## src/hw/rtl/k_nearest_seed_shade_macros.svh

```systemverilog
// Assertion helpers for the seed shader. The enclosing module must provide clk_i and rst_ni.
`ifndef K_NEAREST_SEED_SHADE_MACROS_SVH
`define K_NEAREST_SEED_SHADE_MACROS_SVH

// Property that holds at every clock edge outside reset.
`define KNS_ASSERT(lbl, prop, msg) \
  lbl: assert property (@(posedge clk_i) disable iff (!rst_ni) prop) else $error(msg);

// Condition in one cycle implies a consequence in the next.
`define KNS_ASSERT_NEXT(lbl, ante, cons, msg) \
  lbl: assert property (@(posedge clk_i) disable iff (!rst_ni) (ante) |=> (cons)) \
    else $error(msg);

`endif

```

## src/hw/rtl/kns_pkg.sv

```systemverilog
package kns_pkg;

  localparam int unsigned FUNC_W        = 2;
  localparam int unsigned FIELD_COORD_W = 10;
  localparam int unsigned FIELD_LEVEL_W = 8;
  localparam int unsigned COLOUR_W      = 8;
  localparam int unsigned FOUND_W       = 6;

  localparam int unsigned MODE_W  = 3;
  localparam int unsigned COUNT_W = 6;
  localparam int unsigned ORDER_W = 4;

  localparam int unsigned MAX_ORDER = 8;
  localparam int unsigned LIMB_W    = 16;

  localparam int unsigned APB_AW = 4;
  localparam int unsigned APB_DW = 32;

  typedef enum logic [FUNC_W-1:0] {
    FN_CLEAR  = 2'd0,
    FN_APPEND = 2'd1,
    FN_QUERY  = 2'd2
  } func_e;

  typedef enum logic [MODE_W-1:0] {
    MET_EUCLID    = 3'd0,
    MET_SQUARED   = 3'd1,
    MET_MANHATTAN = 3'd2,
    MET_MINKOWSKI = 3'd3,
    MET_CHEBYSHEV = 3'd4
  } metric_e;

  typedef enum logic [1:0] {
    REG_MODE  = 2'd0,
    REG_COUNT = 2'd1,
    REG_ORDER = 2'd2
  } reg_idx_e;

  typedef enum logic [2:0] {
    DS_IDLE,
    DS_MUL,
    DS_NEXT,
    DS_SEARCH,
    DS_DONE
  } dist_state_e;

  typedef enum logic [1:0] {
    PH_X,
    PH_Y,
    PH_MID
  } phase_e;

  typedef enum logic [2:0] {
    TS_IDLE,
    TS_READ,
    TS_START,
    TS_DIST,
    TS_SUM,
    TS_DIV,
    TS_OUT
  } top_state_e;

  typedef struct packed {
    logic                 start;
    metric_e              metric;
    logic [ORDER_W-1:0]   order;
  } dist_req_t;

  typedef struct packed {
    logic clear;
    logic insert;
  } best_cmd_t;

endpackage

```

## src/hw/rtl/kns_best.sv

```systemverilog
module kns_best import kns_pkg::*; #(
  parameter int unsigned MAX_NEIGHBOURS = 32,
  parameter int unsigned DW             = 21,
  parameter int unsigned LEVEL_BITS     = 8,
  parameter int unsigned KW             = $clog2(MAX_NEIGHBOURS + 1),
  parameter int unsigned IW             = (MAX_NEIGHBOURS > 1) ? $clog2(MAX_NEIGHBOURS) : 1
) (
  input  logic                  clk_i,
  input  logic                  rst_ni,
  input  best_cmd_t             cmd_i,
  input  logic [DW-1:0]         dist_i,
  input  logic [LEVEL_BITS-1:0] level_i,
  input  logic [KW-1:0]         k_i,
  input  logic [IW-1:0]         rd_idx_i,
  output logic [LEVEL_BITS-1:0] rd_level_o,
  output logic [KW-1:0]         total_o
);

  logic [DW-1:0]         dist_q [MAX_NEIGHBOURS];
  logic [DW-1:0]         dist_d [MAX_NEIGHBOURS];
  logic [LEVEL_BITS-1:0] lvl_q  [MAX_NEIGHBOURS];
  logic [LEVEL_BITS-1:0] lvl_d  [MAX_NEIGHBOURS];
  logic [KW-1:0]         total_q, total_d;

  logic [MAX_NEIGHBOURS-1:0] lt, eq;
  logic [KW-1:0]             pos, last;
  logic                      take;

  always_comb begin
    for (int m = 0; m < MAX_NEIGHBOURS; m++) begin
      lt[m] = (KW'(m) < total_q) && (dist_q[m] < dist_i);
      eq[m] = (KW'(m) < total_q) && (dist_q[m] == dist_i);
    end
  end

  // The list is sorted and distinct, so the count of smaller entries is the slot.
  assign pos  = KW'($countones(lt));
  assign last = (total_q < k_i) ? total_q : k_i - KW'(1);
  assign take = cmd_i.insert && !(|eq) && (pos < k_i);

  always_comb begin
    dist_d  = dist_q;
    lvl_d   = lvl_q;
    total_d = total_q;
    if (cmd_i.clear) begin
      total_d = '0;
    end else if (take) begin
      for (int m = MAX_NEIGHBOURS - 1; m > 0; m--) begin
        if (KW'(m) > pos && KW'(m) <= last) begin
          dist_d[m] = dist_q[m-1];
          lvl_d[m]  = lvl_q[m-1];
        end
      end
      dist_d[pos[IW-1:0]] = dist_i;
      lvl_d[pos[IW-1:0]]  = level_i;
      if (total_q < k_i) begin
        total_d = total_q + KW'(1);
      end
    end
  end

  assign rd_level_o = lvl_q[rd_idx_i];
  assign total_o    = total_q;

  always_ff @(posedge clk_i or negedge rst_ni) begin
    if (!rst_ni) begin
      total_q <= '0;
    end else begin
      total_q <= total_d;
    end
  end

  always_ff @(posedge clk_i) begin
    dist_q <= dist_d;
    lvl_q  <= lvl_d;
  end

endmodule

```

## config.mk

```make
export PLATFORM = sky130hd
export DESIGN_NAME = kns_best
export DESIGN_NICKNAME = d
export VERILOG_FILES = /design/src/hw/rtl/k_nearest_seed_shade_macros.svh /design/src/hw/rtl/kns_pkg.sv /design/src/hw/rtl/kns_best.sv
export SDC_FILE = /design/constraint.sdc
export NUM_CORES = 2
export LEC_CHECK = 0
export BUFFER_PORTS_ARGS = -buffer_cell sky130_fd_sc_hd__buf_2
export CORE_ASPECT_RATIO = 1.5
export CORE_UTILIZATION = 60
export CTS_BUF_LIST = sky130_fd_sc_hd__clkbuf_2 sky130_fd_sc_hd__clkbuf_4 sky130_fd_sc_hd__clkbuf_8
export DETAILED_ROUTE_END_ITERATION = 12
export PLACE_DENSITY_LB_ADDON = 0.2
export SLEW_MARGIN = 20
export SYNTH_ARGS = -nofsm -noshare
export SYNTH_HDL_FRONTEND = slang
export SYNTH_SLANG_ARGS = --single-unit
```

## constraint.sdc

```tcl
create_clock -name clk_i -period 27 [get_ports clk_i]
set_input_delay 6.75 -clock clk_i [delete_from_list [all_inputs] [get_ports clk_i]]
set_output_delay 6.75 -clock clk_i [all_outputs]
set_load 0.1 [all_outputs]
```

==> flow_summary.toml <==
[routing]
antenna_left = 0
vias_per_cell = 7.20
drt_pre_antenna_iters = 8
drc = 0
post_drt_wl_per_cell_um = 32.9
routed_wl_mm = 210
drt_iter0_drc = 5116
vias = 46100

[clock_tree]
clkTransAtPathRegs_ns = 0.06
clk_path_buf_depth = 3
cts_root_buf = "clkbuf_8"
cts-hold-fix-buffers = 0
cts.sinks = 934
cts_tree = "built"
cts_resized = 0
htreeDepth = 4
cts_setup_buffers = 0
cts_buffers = 148
clk_latency_ns = 0.91

[global_routing]
grt-ovfl-total = 0
grt_use_total_pct = 42.9
antenna_found_initial = 14
grt_start_max_net_pins = 65
first_global_vias = 46000
grt_pass1_wl_mm = 304

[place]
dpl_cell_area_um2 = 59900
dp_hpwl_mm = 148
portBuffers = 57
gp_congestion = 1.05

[pwr]
p_leak_nw = 25.0
p_per_area_nw_per_um2 = 51.6
ir_worst_vdd_mv = 0.0530

[worst_setup_path]
cp-end-kind = "register"
r2r_start = "total_o[2]$_DFFE_PN0P_"
critPathMaxStageDelay_ns = 1.02
cpMostUsedCell = "fa_1"
cp_data_arrival_time_ns = 18.04
cp_max_fo = 32
start_kind = "input port"
r2r_cells = 28
r2r_setup_slack_ns = 16.36
path_class = "input port to register"
crit_slowest_cell = "a21boi_4"
crit_required_ns = 27.50
r2r-end = "dist_q[174]$_DFFE_PP_"

[yosys]
ys.warnings.count = 0
yosysTopAreaCell = "edfxtp_1"
ys_dominant_reg_cell = "edfxtp_1"
yosysMostFrequentCell = "edfxtp_1"
syn-cell-area_um2 = 57900
synthesis.instances = 4970
ys_ff_latch = 934
synth.net_count = 5729
synth.area.top_cells = "edfxtp_1, ha_1, a22o_1, nand2_1, a21oi_1"
yosysUniqueCellTypes = 85
yosysSeqAreaShare_pct = 48.4
netlist.area_leader.share_pct = 48.1
synth_edf_count = 928
syn_area_per_cell_um2 = 11.6
ys_async_sr_fraction_pct = 0.642
ys_top_cells_by_count = "edfxtp_1, ha_1, nand2_1, a22o_1, a21oi_1"

[final_layout]
layout-drive-gt1-share_pct = 13.1
area_delta_synth_final_pct = 8.57
fin_nets = 5756
final_core_util_pct = 65.7
final_area_um2 = 62900

[worst_hold_path]
hp-start = "dist_q[315]$_DFFE_PP_"
min_path_cells = 1
min_to = "dist_q[294]$_DFFE_PP_"
hold_class = "register to register"

[floorplanning]
fp.dieW_um = 256
die_area_um2 = 97700
rows = 139
initial_core_util_pct = 60.5
pin_count = 58
die_h_um = 382
core_area_um2 = 95700

[sta]
setup_violations = 0
max_freq_mhz = 57.0
clock_skew_ns = 0.0463
hold_violations = 0
tightest_slew_ns = 1.27
min_period_ns = 17.55
fin_setup_tns_ns = 0
slew_viol_final = 0
period_share_pct = 65.0
relSlewSlack_pct = 14.5
rsz0062_at_grt = "false"

[flow_run]
max_cap_viol_count = 0

[status]
status = "complete, no violations"
-- layer usage --
metal / up-vias / global-route usage [%] / share of wire [%]
met5: - / 0.546 / 0.080
met4: 16 / 38.6 / 11
met3: 1044 / 10.9 / 9.5
met2: 2938 / 70.0 / 47
met1: 22500 / 46.0 / 33
li1: 19500 / - / -
-- cell families (layout without fill, tap and decap cells) --
logic type                 after synthesis  after routing  share of synthesized area, %
AOI/OAI and AO/OA                     1582           1582                          19.6
and+or+nand+nor                       1190           1190                          9.56
DFF                                    934            934                          48.4
adders and majority gates              716            716                          15.8
buffers and inverters                  442            586                          3.09
muxes                                   98             98                          3.46
xor gates and xnor gates                 8              8                         0.147
other                                    0             13                             0
-- per-stage QoR --
step,cells,setup WS [ns],hold WS [ns],total power [mW]
3_3_place_gp,6116,9.09,0.537,2.02
5_1_grt,6384,9.09,0.569,3.33
6_report,6396,9.46,0.548,3.25
3_5_place_dp,6116,8.85,0.546,2.03
4_1_cts,6383,9.69,0.547,3.23
2_1_floorplan,4970,9.48,0.532,1.88
-- layout make-up --
type / instances / area (um^2)
clock buffer: 200 / 2450
inverter: 94 / 353
tap: 1269 / 1590
antenna: 13 / 32.5
clock inverter: 67 / 444
fill: 7439 / 32800
multi-input combinational: 3594 / 28400
sequential: 934 / 28000
timing repair buffer: 225 / 1550
-- flip-flops by register name, summed over array words and instances (netlist names) --
register,cells
total_o,6
dist_q,672
lvl_q,256
-- worst max-delay path, delay by kind of cell --
kind / cells / cell delay (ns)
buffers and inverters: 8 / 2.60
XOR/XNOR: 1 / 0.84
AND/OR/NAND/NOR: 3 / 0.42
AO/OA/AOI/OAI: 12 / 2.72
adder cells (fa/ha/maj): 10 / 4.61
-- layout by cell type (no fill, tap or decap), types with 21 or more instances in the layout --
| master | count |
|---|---|
| edfxtp_1 | 928 |
| ha_1 | 691 |
| nand2_1 | 620 |
| a22o_1 | 609 |
| a21oi_1 | 423 |
| a21o_1 | 178 |
| buf_4 | 170 |
| clkbuf_8 | 152 |
| nand4_1 | 137 |
| o21ai_0 | 120 |
| nor2_1 | 107 |
| mux4_2 | 80 |
| nor2b_1 | 76 |
| inv_1 | 70 |
| o21a_1 | 62 |
| nand3_1 | 56 |
| buf_2 | 55 |
| clkbuf_4 | 48 |
| o22ai_1 | 42 |
| nand2b_1 | 38 |
| clkinv_1 | 34 |
| nor3_1 | 28 |
| inv_2 | 24 |
| fa_1 | 24 |
| a211oi_1 | 23 |
| o211ai_1 | 21 |
| nor4_1 | 21 |
| nor2_2 | 21 |
-- worst max-delay path by stage --
stage | cells past startpoint | end | start | slack [ns]
2_1_floorplan | 31 | dist_q[100]$_DFFE_PP_ | dist_i[8] | 9.48
3_3_place_gp | 34 | dist_q[171]$_DFFE_PP_ | dist_i[1] | 9.09
3_5_place_dp | 34 | dist_q[177]$_DFFE_PP_ | dist_i[1] | 8.85
4_1_cts | 34 | dist_q[171]$_DFFE_PP_ | dist_i[1] | 9.69
5_1_grt | 34 | dist_q[174]$_DFFE_PP_ | dist_i[1] | 9.09
6_report | 34 | dist_q[174]$_DFFE_PP_ | dist_i[1] | 9.46
-- power by group --
group	internal (mW)	switching, mW	total (mW)	leakage [nW]
Combinational	0.122	0.280	0.402	14.8
Sequential	1.60	0.0118	1.62	8.69
Clock	0.623	0.605	1.23	1.52
Total	2.35	0.896	3.25	25.0
Power figures use the tool's default switching activity.
