## src/hw/rtl/k_nearest_seed_shade_macros.svh

```systemverilog
// Assertion helpers for the seed shader. The enclosing module must provide clk_i and rst_ni.
`ifndef K_NEAREST_SEED_SHADE_MACROS_SVH
`define K_NEAREST_SEED_SHADE_MACROS_SVH

// Property that holds at every clock edge outside reset.
`define KNS_ASSERT(lbl, prop, msg) \
  lbl: assert property (@(posedge clk_i) disable iff (!rst_ni) prop) else $error(msg);

// Condition in one cycle implies a consequence in the next.
`define KNS_ASSERT_NEXT(lbl, ante, cons, msg) \
  lbl: assert property (@(posedge clk_i) disable iff (!rst_ni) (ante) |=> (cons)) \
    else $error(msg);

`endif

```

## src/hw/rtl/kns_pkg.sv

```systemverilog
package kns_pkg;

  localparam int unsigned FUNC_W        = 2;
  localparam int unsigned FIELD_COORD_W = 10;
  localparam int unsigned FIELD_LEVEL_W = 8;
  localparam int unsigned COLOUR_W      = 8;
  localparam int unsigned FOUND_W       = 6;

  localparam int unsigned MODE_W  = 3;
  localparam int unsigned COUNT_W = 6;
  localparam int unsigned ORDER_W = 4;

  localparam int unsigned MAX_ORDER = 8;
  localparam int unsigned LIMB_W    = 16;

  localparam int unsigned APB_AW = 4;
  localparam int unsigned APB_DW = 32;

  typedef enum logic [FUNC_W-1:0] {
    FN_CLEAR  = 2'd0,
    FN_APPEND = 2'd1,
    FN_QUERY  = 2'd2
  } func_e;

  typedef enum logic [MODE_W-1:0] {
    MET_EUCLID    = 3'd0,
    MET_SQUARED   = 3'd1,
    MET_MANHATTAN = 3'd2,
    MET_MINKOWSKI = 3'd3,
    MET_CHEBYSHEV = 3'd4
  } metric_e;

  typedef enum logic [1:0] {
    REG_MODE  = 2'd0,
    REG_COUNT = 2'd1,
    REG_ORDER = 2'd2
  } reg_idx_e;

  typedef enum logic [2:0] {
    DS_IDLE,
    DS_MUL,
    DS_NEXT,
    DS_SEARCH,
    DS_DONE
  } dist_state_e;

  typedef enum logic [1:0] {
    PH_X,
    PH_Y,
    PH_MID
  } phase_e;

  typedef enum logic [2:0] {
    TS_IDLE,
    TS_READ,
    TS_START,
    TS_DIST,
    TS_SUM,
    TS_DIV,
    TS_OUT
  } top_state_e;

  typedef struct packed {
    logic                 start;
    metric_e              metric;
    logic [ORDER_W-1:0]   order;
  } dist_req_t;

  typedef struct packed {
    logic clear;
    logic insert;
  } best_cmd_t;

endpackage

```

## src/hw/rtl/kns_dist.sv

```systemverilog
module kns_dist import kns_pkg::*; #(
  parameter int unsigned COORD_BITS = 10
) (
  input  logic                    clk_i,
  input  logic                    rst_ni,
  input  dist_req_t               req_i,
  input  logic [COORD_BITS-1:0]   dx_i,
  input  logic [COORD_BITS-1:0]   dy_i,
  output logic                    done_o,
  output logic [2*COORD_BITS:0]   dist_o
);

  localparam int unsigned RW  = COORD_BITS + 1;
  localparam int unsigned NL  = (MAX_ORDER * RW + LIMB_W - 1) / LIMB_W + 1;
  localparam int unsigned W   = NL * LIMB_W;
  localparam int unsigned LCW = $clog2(NL);
  localparam int unsigned DW  = 2 * COORD_BITS + 1;
  localparam int unsigned PW  = LIMB_W + RW;
  localparam logic [RW-1:0] ROOT_MAX = '1;

  dist_state_e            state_q, state_d;
  phase_e                 phase_q, phase_d;
  metric_e                metric_q, metric_d;
  logic [W-1:0]           acc_q, acc_d, sum_q, sum_d;
  logic [RW-1:0]          base_q, base_d, lo_q, lo_d, hi_q, hi_d, carry_q, carry_d;
  logic [LCW-1:0]         limb_q, limb_d;
  logic [ORDER_W-1:0]     pcnt_q, pcnt_d, order_q, order_d;
  logic [COORD_BITS-1:0]  dy_q, dy_d;
  logic [DW-1:0]          dist_q, dist_d;

  logic [PW-1:0]          prod;
  logic [RW:0]            span;
  logic [RW-1:0]          mid;
  logic [W-1:0]           sum_new;
  logic                   last_limb;
  logic                   fits;

  // One limb of the running product per cycle; the accumulator rotates right by a limb.
  assign prod      = PW'(acc_q[LIMB_W-1:0]) * PW'(base_q) + PW'(carry_q);
  assign span      = {1'b0, hi_q} - {1'b0, lo_q} + (RW+1)'(1);
  assign mid       = lo_q + span[RW:1];
  assign sum_new   = sum_q + acc_q;
  assign last_limb = (limb_q == LCW'(NL - 1));
  assign fits      = (acc_q <= sum_q);

  always_comb begin
    state_d = state_q;
    unique case (state_q)
      DS_IDLE: begin
        if (req_i.start) begin
          if (req_i.metric == MET_MANHATTAN || req_i.metric == MET_CHEBYSHEV) begin
            state_d = DS_DONE;
          end else begin
            state_d = DS_MUL;
          end
        end
      end
      DS_MUL: begin
        if (last_limb && pcnt_q == ORDER_W'(1)) begin
          state_d = DS_NEXT;
        end
      end
      DS_NEXT: begin
        unique case (phase_q)
          PH_X:    state_d = DS_MUL;
          PH_Y:    state_d = (metric_q == MET_SQUARED) ? DS_DONE : DS_SEARCH;
          default: state_d = DS_SEARCH;
        endcase
      end
      DS_SEARCH: state_d = (lo_q < hi_q) ? DS_MUL : DS_DONE;
      default:   state_d = DS_IDLE;
    endcase
  end

  always_comb begin
    phase_d  = phase_q;
    metric_d = metric_q;
    acc_d    = acc_q;
    sum_d    = sum_q;
    base_d   = base_q;
    lo_d     = lo_q;
    hi_d     = hi_q;
    carry_d  = carry_q;
    limb_d   = limb_q;
    pcnt_d   = pcnt_q;
    order_d  = order_q;
    dy_d     = dy_q;
    dist_d   = dist_q;
    case (state_q)
      DS_IDLE: begin
        if (req_i.start) begin
          metric_d = req_i.metric;
          order_d  = req_i.order;
          pcnt_d   = req_i.order;
          dy_d     = dy_i;
          acc_d    = W'(1);
          base_d   = RW'(dx_i);
          carry_d  = '0;
          limb_d   = '0;
          phase_d  = PH_X;
          if (req_i.metric == MET_MANHATTAN) begin
            dist_d = DW'(dx_i) + DW'(dy_i);
          end else begin
            dist_d = (dx_i > dy_i) ? DW'(dx_i) : DW'(dy_i);
          end
        end
      end
      DS_MUL: begin
        acc_d   = {prod[LIMB_W-1:0], acc_q[W-1:LIMB_W]};
        carry_d = prod[LIMB_W +: RW];
        if (last_limb) begin
          limb_d  = '0;
          carry_d = '0;
          pcnt_d  = pcnt_q - ORDER_W'(1);
        end else begin
          limb_d = limb_q + LCW'(1);
        end
      end
      DS_NEXT: begin
        case (phase_q)
          PH_X: begin
            sum_d   = acc_q;
            acc_d   = W'(1);
            base_d  = RW'(dy_q);
            pcnt_d  = order_q;
            phase_d = PH_Y;
          end
          PH_Y: begin
            sum_d  = sum_new;
            dist_d = sum_new[DW-1:0];
            lo_d   = '0;
            hi_d   = ROOT_MAX;
          end
          default: begin
            if (fits) begin
              lo_d = mid;
            end else begin
              hi_d = mid - RW'(1);
            end
          end
        endcase
      end
      DS_SEARCH: begin
        if (lo_q < hi_q) begin
          base_d  = mid;
          acc_d   = W'(1);
          pcnt_d  = order_q;
          phase_d = PH_MID;
        end else begin
          dist_d = DW'(lo_q);
        end
      end
      default: ;
    endcase
  end

  assign done_o = (state_q == DS_DONE);
  assign dist_o = dist_q;

  always_ff @(posedge clk_i or negedge rst_ni) begin
    if (!rst_ni) begin
      state_q <= DS_IDLE;
    end else begin
      state_q <= state_d;
    end
  end

  always_ff @(posedge clk_i) begin
    phase_q  <= phase_d;
    metric_q <= metric_d;
    acc_q    <= acc_d;
    sum_q    <= sum_d;
    base_q   <= base_d;
    lo_q     <= lo_d;
    hi_q     <= hi_d;
    carry_q  <= carry_d;
    limb_q   <= limb_d;
    pcnt_q   <= pcnt_d;
    order_q  <= order_d;
    dy_q     <= dy_d;
    dist_q   <= dist_d;
  end

endmodule

```

## config.mk

```make
export PLATFORM = sky130hd
export DESIGN_NAME = kns_dist
export DESIGN_NICKNAME = d
export VERILOG_FILES = /design/src/hw/rtl/k_nearest_seed_shade_macros.svh /design/src/hw/rtl/kns_pkg.sv /design/src/hw/rtl/kns_dist.sv
export SDC_FILE = /design/constraint.sdc
export NUM_CORES = 1
export LEC_CHECK = 0
export BUFFER_PORTS_ARGS = -buffer_cell sky130_fd_sc_hd__buf_2
export CORE_MARGIN = 2
export CORE_UTILIZATION = 50
export DETAILED_ROUTE_END_ITERATION = 12
export GPL_ROUTABILITY_DRIVEN = 0
export GPL_TIMING_DRIVEN = 0
export PLACE_DENSITY_LB_ADDON = 0.1
export SYNTH_ARGS = -nofsm -noshare
export SYNTH_HDL_FRONTEND = slang
export SYNTH_SLANG_ARGS = --single-unit
```

## constraint.sdc

```tcl
create_clock -name clk_i -period 18.6 [get_ports clk_i]
set_input_delay 1.86 -clock clk_i [delete_from_list [all_inputs] [get_ports clk_i]]
set_output_delay 1.86 -clock clk_i [all_outputs]
set_load 0.02 [all_outputs]
```

==> run summary <==
The post-cts sizing count came out at 0. The worst relative slew slack is 14.8%. Sequential cells were found to cover 30.7% of the synthesized design area.

The number of hold buffers added after CTS was 0; the die footprint was 64100 sq um. STA classifies the critical path endpoint as a flop. The tools report the total wire length as 93.5 mm. For the area inside the core boundary, the log shows 61600 sq um. The via count of the first global-routing pass was 26188. The startpoint identified for the worst hold timing path is limb_q[0]. The clock sink count was 318; the synthesized area per cell was 8.88 sq um. After detailed routing, the number of remaining DRC violations is 0.

Synthesized netlist cell count: 3499. Across all layers, the routed design uses 26281 vias. The detailed router put a total of 41.3 mm of wire on met1. Once detail routing completed, the nets flagged for antenna violations numbered 0. The logs give 4128 for the number of nets in the finished design and 52 for the I/O pin count.

The number of buffer cells added on primary ports came out at 51. Startpoint of the worst register-to-register path: base_q[9]. The logs give 0 for the number of setup buffers added after CTS and 4027 for the number of nets in the synthesized netlist.

The xor/xnor cell area share of the yosys netlist was 4.40%. The mapped netlist covers 31100 sq um. Dividing the detail-routed wire length by the instance count gives 20.9 microns. Among cell families on the critical path, the largest total delay comes from adder cells. On the final layout, the worst clock skew is 0.0398 ns.

The logs give 3 for the initial antenna violation count and 0 for the final count of negative-setup-slack endpoints. The worst path uses 39.6% of the clock period. The worst hold path terminates at limb_q[0]. The floorplan has 91 rows.

Global routing consumed, over all layers together, 29.7% of the routing resources. The synthesized-area fraction occupied by adder cells was 23.4%. Counting cells, the worst reg-to-reg path comes to 21.

Summing the areas of all and, or, nand and nor instances in the mapped netlist gives 16.6% of the synthesized area. The run gives 0 as the number of failing hold endpoints at the final stage. The classification of the worst-slack hold path was reg2reg. The number of buffers and inverters on the critical path is 4, and the multiplexer fraction of the synthesized cell area is 0.290%.

The worst stage delay on the critical path is 0.83 ns. VDD sags by at most 0.0000592 V. The pre-antenna-repair detailed-routing pass consisted of 8 iterations. The clock passes through at most 3 buffers. The tools report the capturing point of the worst reg2reg path as carry_q[9].

The die is 253 microns tall. Clock-pin slew was measured on the worst setup and hold paths at 0.05 ns. After synthesis, the share of flip-flops with an asynchronous set or reset is 0.943%. The instance count along the most critical hold path was 1.

Fill cell instance count of the final layout: 5615. The area growth from synthesis to layout is 9.18%. Along the worst path, the maximum fanout reaches 10.

Wire segments on met2 add up to 41.7 mm in the final route. Summed over all nets, wire length on met3 after detailed routing comes to 6.72 mm. The number of enable-type register cells in the synthesized netlist was 315. The synthesized netlist devotes 16.8% of its cell area to compound gates. The most instantiated flip-flop cell in the synthesis netlist was edfxtp_1. By area the synthesized netlist is led by edfxtp_1 (30%), ha_1 (14%), fa_1 (9.0%), inv_1 (5.8%), a21oi_1 (4.3%). The number of clock buffers added by TritonCTS is 40. The run finished with clean final reports. The overall die width came out at 253 microns. In the post-synthesis netlist, the cell with the most instances is inv_1. For the number of pins exceeding their max-slew limit in the final report, the log shows 0.

The number of warnings reported in the yosys synthesis log was 0; the leakage power figure was 15.1 nW. The setup path with the least slack is of type reg2reg. Among the stages of the critical path, the cell type that occurs most often is fa_1.

After detailed routing, the number of vias per cell comes to 5.88. At the end of the flow the core is filled with cells to 55.1%. The logs give 50.4% for the initial core utilization and 7.66 ns for the critical path data arrival time.

Detailed placement finished with a half-perimeter wire length of 74.3 mm. The leading area contributor after synthesis is edfxtp_1. The share of Yosys cell area claimed by the top area cell type is 30.5%, and the maximum clock frequency is 136 MHz. The worst-margin pin slew was 1.28 ns; the share of layout cells above drive strength 1 was 5.21%. CTS placed an instance of clkbuf_16 at the clock tree root. The element type at the critical path start is a flop.

For the worst setup path, the data required time is 18.90 ns. Synthesis inferred 318 register bits. Setup repair after global routing left no endpoint under its margin. The first routing iteration left 2838 violations. For the count of distinct cell types in the synthesized netlist, the log shows 86. Global routing finished with a remaining overflow of 0.

The first global-routing pass estimated 148 mm of wire. The H-tree level count came out at 2. TritonCTS built the clock tree. Among all stages on the critical path, the largest delay is contributed by o41ai_1. The critical path goes through clkbuf_1 > nand2_1 > fa_1 > fa_1 > inv_1 > fa_1 > fa_1 > inv_1 > fa_1 > inv_1 > ha_1 > a21o_1 > a21o_1 > a21oi_1 > a311oi_1 > o41ai_1 > nand2_1 > a31oi_1 > a22oi_1 > xnor2_1 > nor2_1.

For the final routed database, the setup TNS stands at 0 ns. By area, the combinational part of the netlist is dominated by adder cells. Entering global routing, the biggest net connects 62 pins.

The highest metal layer with signal wires was met4. In this run the number of cells on the critical path is 21. By count the netlist is led by inv_1 (476), ha_1 (358), nand2_1 (348). Max-cap violations in this run came to 0. For the worst-skew pair, the clock arrives at the later sink with an insertion delay of 0.60 ns. The clock period could shrink to 7.36 ns. In this run the register-to-register setup slack is 11.24 ns. Dividing total power by cell area gives a power density of 47.6 nW/um^2.
[how the worst max path moves through the flow]
stage               startpoint         end  slack [ns]
floorplan           state_q[2]    sum_q[0]       12.25
global placement    state_q[2]   sum_q[24]        8.13
detailed placement   base_q[9]  carry_q[9]       11.36
CTS                  base_q[9]  carry_q[9]       11.29
global route         base_q[9]  carry_q[9]       10.78
finish               base_q[9]  carry_q[9]       11.24
[flip-flops by register name (all words and copies together), names as in the netlist]
name / count
order_q: 4
hi_q: 11
sum_q: 112
metric_q: 3
state_q: 3
pcnt_q: 4
dist_o: 21
limb_q: 3
lo_q: 11
carry_q: 11
base_q: 11
phase_q: 2
acc_q: 112
dy_q: 10
[cell families (layout without fill, tap and decap cells)]
group                      after synthesis  after routing
adders and majority gates              498            498
AOI/OAI and AO/OA                      839            839
other                                    0              1
DFF                                    318            318
buffers and inverters                  629            761
xor gates and xnor gates               156            156
and+or+nand+nor                       1050           1050
muxes                                    9              9
[layout by cell type, fill, tap and decap left out, types with 6 or more instances in the layout]
cell and n:
or3_1 14, o21ai_0 207, nand3_1 41, xnor2_1 131, a21boi_0 11, o211ai_1 34, nor4_1 68, clkbuf_16 40
xor2_1 25, a21oi_1 266, ha_1 358, o21ai_1 14, clkbuf_1 135, or2_2 12, and3_1 13, nand4_1 49
nor2_1 201, nand2b_1 25, a21o_1 52, o31ai_1 54, inv_1 475, nand2_1 348, clkinv_1 6, nor3_1 32
edfxtp_1 315, clkinv_2 9, and2_1 181, o21bai_1 63, o21a_1 9, mux2i_1 9, a31oi_1 18, fa_1 140
o31a_1 10, buf_2 67, nor2b_1 37, a211oi_1 20
[stage by stage]
| step | instance area (sq um) | hold slack [ns] | std cells | total power, mW | worst slack [ns] |
|---|---|---|---|---|---|
| final | 33900 | 0.607 | 4469 | 1.61 | 11.24 |
| after global placement | 32400 | 0.574 | 4387 | 0.825 | 8.13 |
| after global routing | 33900 | 0.625 | 4468 | 1.66 | 10.78 |
| after CTS | 33900 | 0.610 | 4468 | 1.63 | 11.29 |
| after detailed placement | 32600 | 0.587 | 4395 | 0.826 | 11.36 |
| after floorplan | 31100 | 0.550 | 3499 | 0.814 | 12.25 |
[final cells by class]
class                      count  area (sq um)  share of cell area [%]
clock buffer                  44          1020                    3.00
tap                          837          1050                    3.09
antenna                        1          2.50                 0.00738
multi-input combinational   2552         19200                    56.5
clock inverter                29           317                   0.933
inverter                     476          1790                    5.28
timing repair buffer          59           443                    1.31
buffer                       153           606                    1.79
sequential                   318          9530                    28.1
[per-layer routing]
layer,vias to the layer above,global-route usage [%]
met1,12807,41.5
met2,1041,46.4
met4,0,11.7
met3,218,4.30
li1,12215,-
met5,-,0
[where the power goes]
group / internal, mW / total (mW) / switching (mW)
combinational: 0.0135 / 0.0340 / 0.0205
sequential: 0.777 / 0.777 / 0
clock: 0.469 / 0.803 / 0.335
Power figures use the tool's default switching activity.
